## config.mk

```make
export PLATFORM = sky130hd
export DESIGN_NAME = lru_keyed_slot_cache_unit
export DESIGN_NICKNAME = d
export VERILOG_FILES = /design/src/design/lksc_pkg.sv /design/src/design/lru_keyed_slot_cache_unit.sv /design/src/design/lksc_ctrl.sv /design/src/design/lksc_dp.sv
export SDC_FILE = /design/constraint.sdc
export NUM_CORES = 1
export LEC_CHECK = 0
export ABC_CLOCK_PERIOD_IN_PS = 7390
export BUFFER_PORTS_ARGS = -buffer_cell sky130_fd_sc_hd__buf_2
export CAP_MARGIN = 20
export CORE_UTILIZATION = 40
export CTS_CLUSTER_SIZE = 14
export DETAILED_ROUTE_END_ITERATION = 12
export GPL_ROUTABILITY_DRIVEN = 0
export HOLD_SLACK_MARGIN = 0.08
export MAX_ROUTING_LAYER = met4
export PLACE_DENSITY = 0.57
export SETUP_SLACK_MARGIN = 0.1
export SLEW_MARGIN = 30
export SYNTH_ARGS = -nofsm -noshare
export SYNTH_HDL_FRONTEND = slang
export SYNTH_SLANG_ARGS = --single-unit
```

## constraint.sdc

```tcl
create_clock -name clk -period 7.39 [get_ports clk]
set_input_delay 0.739 -clock clk [delete_from_list [all_inputs] [get_ports clk]]
set_output_delay 0.739 -clock clk [all_outputs]
set_load 0.05 [all_outputs]
```

## src/design/lksc_pkg.sv

```systemverilog
package lksc_pkg;

    localparam int NUM_SLOTS_DEF = 4;
    localparam int MAX_LEN_DEF   = 4800;

    localparam int KEY_W  = 64;
    localparam int LEN_W  = 16;
    localparam int TICK_W = 32;
    localparam int SLOT_W = 2;
    localparam int STAT_W = 3;

    typedef enum logic [STAT_W-1:0] {
        ST_HIT      = 3'd0,
        ST_MISS     = 3'd1,
        ST_INSERTED = 3'd2,
        ST_PRESENT  = 3'd3,
        ST_REJECTED = 3'd4
    } status_t;

    typedef enum logic {
        REQ_GET = 1'b0,
        REQ_PUT = 1'b1
    } req_kind_t;

    typedef struct packed {
        logic             req_type;
        logic [KEY_W-1:0] key;
        logic [LEN_W-1:0] length;
    } req_t;

    typedef struct packed {
        logic [STAT_W-1:0] status;
        logic [SLOT_W-1:0] slot;
        logic [LEN_W-1:0]  stored_length;
    } rsp_t;

    typedef enum logic [1:0] {
        S_IDLE,
        S_SCAN,
        S_COMMIT,
        S_SEND
    } ctrl_state_t;

    typedef struct packed {
        logic load;
        logic step;
        logic commit;
    } dp_cmd_t;

    typedef struct packed {
        logic scan_last;
    } dp_sts_t;

endpackage

```

## src/design/lru_keyed_slot_cache_unit.sv

```systemverilog
// Tag store of a small fully associative cache with least-recently-used
// replacement. Each req word is a get or put of a nonzero 64-bit key; one rsp
// word answers it with a status, the slot touched and, on a get hit, the stored
// length. Requests are handled one at a time: a word is accepted, the tag array
// is scanned one slot per cycle, the update is applied in the commit state, and
// the rsp word is then held until taken. A new req word is accepted in the same
// cycle the pending rsp word is taken.
module lru_keyed_slot_cache_unit #(
    parameter int NUM_SLOTS = lksc_pkg::NUM_SLOTS_DEF,
    parameter int MAX_LEN   = lksc_pkg::MAX_LEN_DEF
) (
    input  logic           clk,
    input  logic           rst_n,
    input  logic           req_valid,
    output logic           req_stall,
    input  lksc_pkg::req_t req,
    output logic           rsp_valid,
    input  logic           rsp_stall,
    output lksc_pkg::rsp_t rsp
);

    lksc_pkg::dp_cmd_t cmd;
    lksc_pkg::dp_sts_t sts;

    lksc_ctrl u_ctrl (
        .clk       (clk),
        .rst_n     (rst_n),
        .req_valid (req_valid),
        .req_stall (req_stall),
        .rsp_valid (rsp_valid),
        .rsp_stall (rsp_stall),
        .cmd       (cmd),
        .sts       (sts)
    );

    lksc_dp #(
        .NUM_SLOTS (NUM_SLOTS),
        .MAX_LEN   (MAX_LEN)
    ) u_dp (
        .clk   (clk),
        .rst_n (rst_n),
        .req   (req),
        .rsp   (rsp),
        .cmd   (cmd),
        .sts   (sts)
    );

endmodule

```

## src/design/lksc_ctrl.sv

```systemverilog
module lksc_ctrl (
    input  logic               clk,
    input  logic               rst_n,
    input  logic               req_valid,
    output logic               req_stall,
    output logic               rsp_valid,
    input  logic               rsp_stall,
    output lksc_pkg::dp_cmd_t  cmd,
    input  lksc_pkg::dp_sts_t  sts
);

    lksc_pkg::ctrl_state_t state_reg;
    lksc_pkg::ctrl_state_t state_next;

    always_ff @(posedge clk or negedge rst_n)
    begin
        if (!rst_n)
        begin
            state_reg <= lksc_pkg::S_IDLE;
        end
        else
        begin
            state_reg <= state_next;
        end
    end

    always_comb
    begin
        state_next = state_reg;
        req_stall  = 1'b1;
        rsp_valid  = 1'b0;
        cmd        = '0;
        unique case (state_reg)
            lksc_pkg::S_IDLE:
            begin
                req_stall = 1'b0;
                if (req_valid)
                begin
                    cmd.load   = 1'b1;
                    state_next = lksc_pkg::S_SCAN;
                end
            end
            lksc_pkg::S_SCAN:
            begin
                cmd.step = 1'b1;
                if (sts.scan_last)
                begin
                    state_next = lksc_pkg::S_COMMIT;
                end
            end
            lksc_pkg::S_COMMIT:
            begin
                cmd.commit = 1'b1;
                state_next = lksc_pkg::S_SEND;
            end
            lksc_pkg::S_SEND:
            begin
                rsp_valid = 1'b1;
                req_stall = rsp_stall;
                if (!rsp_stall)
                begin
                    // take the next word as the current one leaves
                    if (req_valid)
                    begin
                        cmd.load   = 1'b1;
                        state_next = lksc_pkg::S_SCAN;
                    end
                    else
                    begin
                        state_next = lksc_pkg::S_IDLE;
                    end
                end
            end
            default:
            begin
                state_next = lksc_pkg::S_IDLE;
            end
        endcase
    end

endmodule

```

## src/design/lksc_dp.sv

```systemverilog
module lksc_dp #(
    parameter int NUM_SLOTS = lksc_pkg::NUM_SLOTS_DEF,
    parameter int MAX_LEN   = lksc_pkg::MAX_LEN_DEF
) (
    input  logic               clk,
    input  logic               rst_n,
    input  lksc_pkg::req_t     req,
    output lksc_pkg::rsp_t     rsp,
    input  lksc_pkg::dp_cmd_t  cmd,
    output lksc_pkg::dp_sts_t  sts
);

    localparam int IDX_W = (NUM_SLOTS > 1) ? $clog2(NUM_SLOTS) : 1;
    localparam logic [IDX_W-1:0] LAST_IDX = IDX_W'(NUM_SLOTS - 1);

    logic [lksc_pkg::KEY_W-1:0]  slot_key_reg    [NUM_SLOTS];
    logic [lksc_pkg::LEN_W-1:0]  slot_length_reg [NUM_SLOTS];
    logic [lksc_pkg::TICK_W-1:0] slot_tick_reg   [NUM_SLOTS];
    logic [lksc_pkg::TICK_W-1:0] use_counter_reg;
    logic [lksc_pkg::TICK_W-1:0] use_counter_next;

    lksc_pkg::req_t              cur_req_reg;
    lksc_pkg::rsp_t              rsp_reg;
    lksc_pkg::rsp_t              rsp_next;

    logic [IDX_W-1:0]            idx_reg;
    logic                        hit_found_reg;
    logic [IDX_W-1:0]            hit_idx_reg;
    logic [lksc_pkg::LEN_W-1:0]  hit_len_reg;
    logic                        empty_found_reg;
    logic [IDX_W-1:0]            empty_idx_reg;
    logic                        min_found_reg;
    logic [IDX_W-1:0]            min_idx_reg;
    logic [lksc_pkg::TICK_W-1:0] min_tick_reg;

    logic [lksc_pkg::KEY_W-1:0]  cur_key;
    logic [lksc_pkg::TICK_W-1:0] cur_tick;
    logic                        cur_empty;
    logic                        key_match;

    logic                        rejected;
    logic                        is_put;
    logic                        do_stamp;
    logic                        do_fill;
    logic [IDX_W-1:0]            victim;
    logic [IDX_W-1:0]            wr_idx;

    assign cur_key   = slot_key_reg[idx_reg];
    assign cur_tick  = slot_tick_reg[idx_reg];
    assign cur_empty = (cur_key == '0);
    assign key_match = !cur_empty && (cur_key == cur_req_reg.key);

    assign sts.scan_last = (idx_reg == LAST_IDX);

    // scan one slot per cycle: first hit, last empty slot, oldest tick
    always_ff @(posedge clk or negedge rst_n)
    begin
        if (!rst_n)
        begin
            idx_reg         <= '0;
            hit_found_reg   <= 1'b0;
            empty_found_reg <= 1'b0;
            min_found_reg   <= 1'b0;
        end
        else if (cmd.load)
        begin
            idx_reg         <= '0;
            hit_found_reg   <= 1'b0;
            empty_found_reg <= 1'b0;
            min_found_reg   <= 1'b0;
        end
        else if (cmd.step)
        begin
            idx_reg <= idx_reg + IDX_W'(1);
            if (key_match && !hit_found_reg)
            begin
                hit_found_reg <= 1'b1;
            end
            if (cur_empty)
            begin
                empty_found_reg <= 1'b1;
            end
            else if (cur_tick < min_tick_reg)
            begin
                min_found_reg <= 1'b1;
            end
        end
    end

    always_ff @(posedge clk)
    begin
        if (cmd.load)
        begin
            cur_req_reg  <= req;
            min_tick_reg <= '1;
        end
        else if (cmd.step)
        begin
            if (key_match && !hit_found_reg)
            begin
                hit_idx_reg <= idx_reg;
                hit_len_reg <= slot_length_reg[idx_reg];
            end
            if (cur_empty)
            begin
                empty_idx_reg <= idx_reg;
            end
            else if (cur_tick < min_tick_reg)
            begin
                min_tick_reg <= cur_tick;
                min_idx_reg  <= idx_reg;
            end
        end
    end

    always_comb
    begin
        is_put   = (cur_req_reg.req_type == lksc_pkg::REQ_PUT);
        rejected = (cur_req_reg.key == '0) ||
                   (is_put && ((cur_req_reg.length == '0) ||
                               (cur_req_reg.length > lksc_pkg::LEN_W'(MAX_LEN))));

        if (empty_found_reg)
        begin
            victim = empty_idx_reg;
        end
        else if (min_found_reg)
        begin
            victim = min_idx_reg;
        end
        else
        begin
            victim = '0;
        end

        do_stamp = !rejected && (hit_found_reg || is_put);
        do_fill  = !rejected && is_put && !hit_found_reg;
        wr_idx   = hit_found_reg ? hit_idx_reg : victim;
        use_counter_next = use_counter_reg + lksc_pkg::TICK_W'(1);

        rsp_next = '0;
        if (rejected)
        begin
            rsp_next.status = lksc_pkg::ST_REJECTED;
        end
        else if (!is_put)
        begin
            if (hit_found_reg)
            begin
                rsp_next.status        = lksc_pkg::ST_HIT;
                rsp_next.slot          = lksc_pkg::SLOT_W'(hit_idx_reg);
                rsp_next.stored_length = hit_len_reg;
            end
            else
            begin
                rsp_next.status = lksc_pkg::ST_MISS;
            end
        end
        else if (hit_found_reg)
        begin
            rsp_next.status = lksc_pkg::ST_PRESENT;
            rsp_next.slot   = lksc_pkg::SLOT_W'(hit_idx_reg);
        end
        else
        begin
            rsp_next.status = lksc_pkg::ST_INSERTED;
            rsp_next.slot   = lksc_pkg::SLOT_W'(victim);
        end
    end

    always_ff @(posedge clk or negedge rst_n)
    begin
        if (!rst_n)
        begin
            use_counter_reg <= '0;
            for (int i = 0; i < NUM_SLOTS; i++)
            begin
                slot_key_reg[i]    <= '0;
                slot_length_reg[i] <= '0;
                slot_tick_reg[i]   <= '0;
            end
        end
        else if (cmd.commit)
        begin
            if (do_stamp)
            begin
                use_counter_reg       <= use_counter_next;
                slot_tick_reg[wr_idx] <= use_counter_next;
            end
            if (do_fill)
            begin
                slot_key_reg[wr_idx]    <= cur_req_reg.key;
                slot_length_reg[wr_idx] <= cur_req_reg.length;
            end
        end
    end

    always_ff @(posedge clk)
    begin
        if (cmd.commit)
        begin
            rsp_reg <= rsp_next;
        end
    end

    assign rsp = rsp_reg;

endmodule

```

; ---- Yosys cells after proc, flatten, opt, wreduce, memory -nomap -nowiden
; Cells that the tools add are included.
; Widths: inputs -> output; s select.
[word_totals]
in_bits = 85
word_cells = 131
register_bits = 643
[classes]
eq_ne = 9
n_lt_le_gt_ge = 5
n_addsub = 2
reduce_logical = 32
bitwise = 5
mux = 49
[op_table]
columns = operator, count
row1 = $bwmux 256, 1
row2 = $mux 64, 3
row3 = $bmux 64 s2, 1
row4 = $bwmux 128, 1
row5 = $demux 64 s2, 1
row6 = $logic_not 64->1, 2
row7 = $mux 32, 3
row8 = $bmux 32 s2, 1
row9 = $bwmux 64, 1
row10 = $demux 32 s2, 1
row11 = $eq 64x64->1, 1
row12 = $mux 16, 3
row13 = $add 32x1->32 const B, 1
row14 = $bmux 16 s2, 1
row15 = $demux 16 s2, 1
row16 = $lt 32x32->1, 1
row17 = $mux 18, 1
row18 = $mux 1, 17
row19 = $gt 16x13->1 const B, 1
row20 = $logic_not 16->1, 1
row21 = $mux 2, 8
row22 = $reduce_and 3->1, 5
row23 = $ne 2x2->1 const B, 4
row24 = $pmux 2 s4, 1
row25 = 18 further kinds, 41

; ---- Logic depth before layout (Yosys ltp)
[depth]
depth_word = 11
mapped_depth = 17
depth_no_buf = 9

; ---- By module
; Synthesis repeated with hierarchy kept, for this count alone.
[hier_totals]
hier_cells = 2228
hier_area_um2 = 29366.9
[by_module_without_submodules]
columns = module, cells_per_inst, seq_area_each_um2, instances, area_per_inst_um2
row1 = lksc_dp, 2206, 16500.8, 1, 29134.2
row2 = lksc_ctrl, 22, 50.0, 1, 232.7

; ---- Least setup slack after synthesis
; Ideal clock, no wire load.
[synth_timing]
kind = register to register
from = reg u_dp.idx_reg[0]
to = reg u_dp.hit_idx_reg[0] (enable)
t_arrival_ns = 4.282
path_stages_with_launch = 11
path_buffers = 4
path_slack_ns = 2.662
required_ns = 6.944
synth_period_minus_slack_ns = 4.728
cell_sequence = dfrtp_1 buf_6 buf_6 buf_4 buf_2 mux4_2 xnor2_1 nand4_1 nor4_1 nand4_1 nor4b_1
[synth_between]
elab_chain_len = 9
elab_cells_between_ends = 10
cone_classes = 1 x eq/ne / 3 x mux / 1 x bitwise / 5 x reduce/logical
[synth_rtl]
columns = item, line_no
row1 = start: declaration, lksc_dp.sv:26  ; logic [IDX_W-1:0] idx_reg;
row2 = start signal: assignment, lksc_dp.sv:74  ; idx_reg <= idx_reg + IDX_W'(1);
row3 = $not 2->3 (not written as such) (*), lksc_dp.sv:48  ; assign cur_key = slot_key_reg[idx_reg];
row4 = $bmux 64 s2 (*), lksc_dp.sv:48
row5 = $mux 64 (not written as such) (*) (2 in a row), lksc_dp.sv:48
row6 = $logic_not 64->1, lksc_dp.sv:50  ; assign cur_empty = (cur_key == '0);
row7 = $logic_not 1->1, lksc_dp.sv:51  ; assign key_match = !cur_empty && (cur_key == cur_req_reg.key);
row8 = $logic_and 1x1->1 (*), lksc_dp.sv:51
row9 = $logic_and 1x1->1 (*), lksc_dp.sv:99  ; if (key_match && !hit_found_reg)
row10 = $reduce_and 3->1 (no source line) (*), n/a
row11 = end signal: assignment, lksc_dp.sv:101  ; hit_idx_reg <= idx_reg;
row12 = end: declaration, lksc_dp.sv:28  ; logic [IDX_W-1:0] hit_idx_reg;
; Mark *: on every way between the ends. The rest lies on a longest branch, timed or not. The select of a mux whose other input is x is not followed.
; A chain may end at the register's enable or synchronous reset.

; ---- Worst setup path in the final report
[layout_timing]
from = reg u_dp.idx_reg[1]
to = reg u_dp.min_tick_reg[17] in the netlist's numbering
[layout_between]
elab_chain_len = 7
elab_cells_between_ends = 11
cone_classes = 1 x order compare / 6 x mux / 2 x bitwise / 2 x reduce/logical
[layout_rtl]
columns = item, line_no
row1 = $not 2->3 (not written as such) (*), "lksc_dp.sv:48, lksc_dp.sv:49"
row2 = branches (longest 6 deep; another with $lt 32x32->1), n/a
row3 = end signal: assignment, lksc_dp.sv:110  ; min_tick_reg <= cur_tick;
row4 = end: declaration, lksc_dp.sv:34  ; logic [lksc_pkg::TICK_W-1:0] min_tick_reg;
; Every way passes the cells marked *. The select of a mux whose other input is x is not followed.

==> metrics <==
status=finished, final reports clean; DRT Pass-1 Iters=5; Yosys cell types=50; Internal=8.63 mW; Placed Area=30300 um^2; vias per inst=5.39; HPWL Detailed=42500 um; library cell with the largest summed area after synthesis=dfrtp_1; # setup viols final=0; Critical Path RT=7.91 ns; worst r2r dst=u_dp.min_tick_reg[17]$_SDFFE_PP1P_; power per cell area=389 nW/um^2; Top Family by Delay on Critical Path=compound AO/OA/AOI/OAI gates; Syn Nets=2055; core area=70600 um^2; final hold violation count=0; share of cells above drive strength 1=37.8%; # IOs=108; Reg-to-Reg Start=u_dp.idx_reg[1]$_DFFE_PN0P_; post-synthesis async set-or-reset flop share=75.7%; die span in y=270 um; Sum Neg Setup Slack=0 ns; WP data arrival=5.44 ns; setup slack, reg-to-reg=2.48 ns; Total GRT Usage=19.3%; crit path cell chain=buf_12, mux4_2, nor4_1, nand4_1, a2111oi_2, nand3_1, o2111ai_4, buf_4, mux2i_1; CTS tree=built; worst-skew pair later-pin latency=0.61 ns; setup bufs post-CTS=0; Final Skew=0.0329 ns; hold path cells=1; number of max-cap violations=0; critical path type=reg2reg; Largest register FFs=256; logic gate share of total power=30.6%; Nets=2169; post-route cell area=32700 um^2; clk sinks=643; number of buffers and inverters on the critical path=2; vias in the first global route=17400; RSZ-0062 raised after global routing=no; number of H-tree levels=3; DRC viols=0; synth top area cells=dfrtp_1, mux2_2, edfxtp_1; Sw Share=32.2%; Root Buffer=clkbuf_16; CP Capture Type=register; via count=16400; maximum fanout along the worst path=79; min Tclk post-route=4.91 ns; Synth Register Bits=643; Cells after Synth=1929; clock slew at reported path FFs=0.06 ns; HP Class=in2reg; VDD IR max=0.251 mV; synthesized cell area=28800 um^2; slew at the pin closest to its max-slew limit=0.918 ns; most used flip-flop cell after synthesis=dfrtp_1; drt wl/cell=22.0 um; Seq pwr share=41.9%; final antenna-violating net count=0; Hold EP=u_dp.cur_req_reg[21]$_DFFE_PP_; slowest stage cell, crit path=dfrtp_4; Syn. warnings=0; post-route clock period utilization=66.5%; largest net degree at the start of global routing=175; register area share after synthesis=57.5%; Slew headroom=38.8%; clock share of power=27.5%; initial antenna violation count=2; area grow syn2layout=13.8%; Initial Utilization=40.7%; number of synthesized flops with an enable pin=124; R2R cell count=9; static leakage=14.6 nW; DRC violation total after the first TritonRoute iteration=977; post-layout util=46.4%; first-pass GRT wire length=105000 um; Max Fclk=204 MHz; Rows=97; die area=73000 um^2; Psw=4.11 mW; Routed Wire Length=66800 um; Overflow after GRT=0; syn_area_per_cell=14.9 um^2; Slowest Stage Delay on Critical Path=1.01 ns; hold path startpoint=req[21]; CTS Buffer Depth=3; Synth top area share=42.4%; type of origin of the critical path=register; Die W=270 um; worst hold slack=0.310 ns; final max-slew violation count=0; Buffers on Ports=107; Num CTS Buffers=73
-- worst reg2reg max path, stage by stage (launching register included) --
cell	delay [ns]
dfrtp_4	1.01
buf_12	0.50
mux4_2	0.50
nor4_1	0.43
nand4_1	0.24
a2111oi_2	0.70
nand3_1	0.31
o2111ai_4	0.42
buf_4	0.48
mux2i_1	0.26
-- per-layer routing --
| layer | vias to the layer above | track usage [%] | share of wire (%) |
|---|---|---|---|
| li1 | 7354 | - | - |
| met1 | 8621 | 25.7 | 45 |
| met2 | 313 | 30.3 | 48 |
| met3 | 95 | 3.17 | 3.9 |
| met4 | 0 | 5.41 | 2.4 |
| met5 | - | - | 0 |
-- cells by family (layout without fill, tap and decap cells) --
group / count (synthesis) / after routing / share of synthesized area (%)
and+or+nand+nor: 326 / 326 / 5.94
DFF: 643 / 643 / 57.5
buffers and inverters: 143 / 314 / 2.30
other: 0 / 1 / 0
xor gates and xnor gates: 126 / 126 / 3.84
AOI/OAI and AO/OA: 60 / 60 / 1.31
adders and majority gates: 41 / 41 / 1.78
muxes: 590 / 590 / 27.3
-- through the flow --
stage | std cells | setup WS, ns | power (mW)
after global placement | 2903 | 2.25 | 9.20
after floorplan | 1929 | 2.66 | 8.14
after CTS | 3036 | 2.18 | 12.9
final | 3041 | 2.48 | 12.7
after global routing | 3041 | 2.28 | 13.4
after detailed placement | 2903 | 2.20 | 9.31
-- placed cells by master (no fill, tap or decap), types with 5 or more instances in the layout --
master	count
ha_1	41
nor4_1	40
and2_1	32
nor2_1	89
clkinv_2	6
nand3_1	33
mux2_2	435
nand2_1	30
nor3_1	17
buf_2	106
dfxtp_1	32
inv_1	44
buf_4	21
a21oi_1	28
mux4_2	112
xnor2_1	105
or4_1	5
and3_1	19
o21ai_0	9
dfrtp_1	485
clkbuf_8	12
nand3b_1	7
xor2_1	21
mux2i_1	43
clkbuf_1	32
buf_12	5
edfxtp_1	124
clkbuf_16	75
nand4_1	34
-- layout make-up --
class / count / area, um^2
clock buffers: 119 / 2160
well taps: 940 / 1180
clock inverters: 13 / 158
diodes: 1 / 2.50
flip-flops and latches: 643 / 16600
inverters: 44 / 165
multi-input cells: 1143 / 11600
fillers: 6267 / 37900
repair buffers: 138 / 907
-- Yosys cell counts (all sizes together) (2+ instances only) --
cell     number
a2111oi       3
a211oi        3
a21o          3
a21oi        28
a31oi         2
and2         32
and3         19
and4          4
buf          49
clkbuf       50
dfrtp       487
dfxtp        32
edfxtp      124
ha           41
inv          44
mux2        435
mux2i        43
mux4        112
nand2        30
nand2b        2
nand3        37
nand3b        7
nand4        34
nor2         89
nor2b         3
nor3         17
nor3b         2
nor4         40
nor4b         2
o2111ai       3
o21ai         9
o31ai         2
or3           2
or4           5
xnor2       105
xor2         21
-- worst max-delay path by stage --
stage                                 from                                  to  slack, ns  cells past startpoint
4_1_cts        u_dp.idx_reg[0]$_DFFE_PN0P_  u_dp.min_tick_reg[17]$_SDFFE_PP1P_       2.18                      9
6_report       u_dp.idx_reg[1]$_DFFE_PN0P_  u_dp.min_tick_reg[17]$_SDFFE_PP1P_       2.48                      9
3_5_place_dp   u_dp.idx_reg[0]$_DFFE_PN0P_  u_dp.min_tick_reg[19]$_SDFFE_PP1P_       2.20                      9
3_3_place_gp   u_dp.idx_reg[0]$_DFFE_PN0P_  u_dp.min_tick_reg[27]$_SDFFE_PP1P_       2.25                      9
5_1_grt        u_dp.idx_reg[1]$_DFFE_PN0P_  u_dp.min_tick_reg[17]$_SDFFE_PP1P_       2.28                      9
2_1_floorplan  u_dp.idx_reg[0]$_DFFE_PN0P_       u_dp.hit_idx_reg[0]$_DFFE_PP_       2.66                     10
-- power groups by stage --
stage	logic [mW]	registers, mW	clock network [mW]
2_1_floorplan	2.96	5.18	0
3_3_place_gp	3.79	5.40	0
3_5_place_dp	3.86	5.45	0
4_1_cts	3.88	5.38	3.62
5_1_grt	4.23	5.45	3.76
6_report	3.90	5.34	3.51
-- repair_timing --
action	in CTS	in global routing
endpoints found under the setup margin	0	0
hold buffers	1	0
resized for setup	0	0
hold endpoints to repair	1	0
Power figures use the tool's default switching activity.
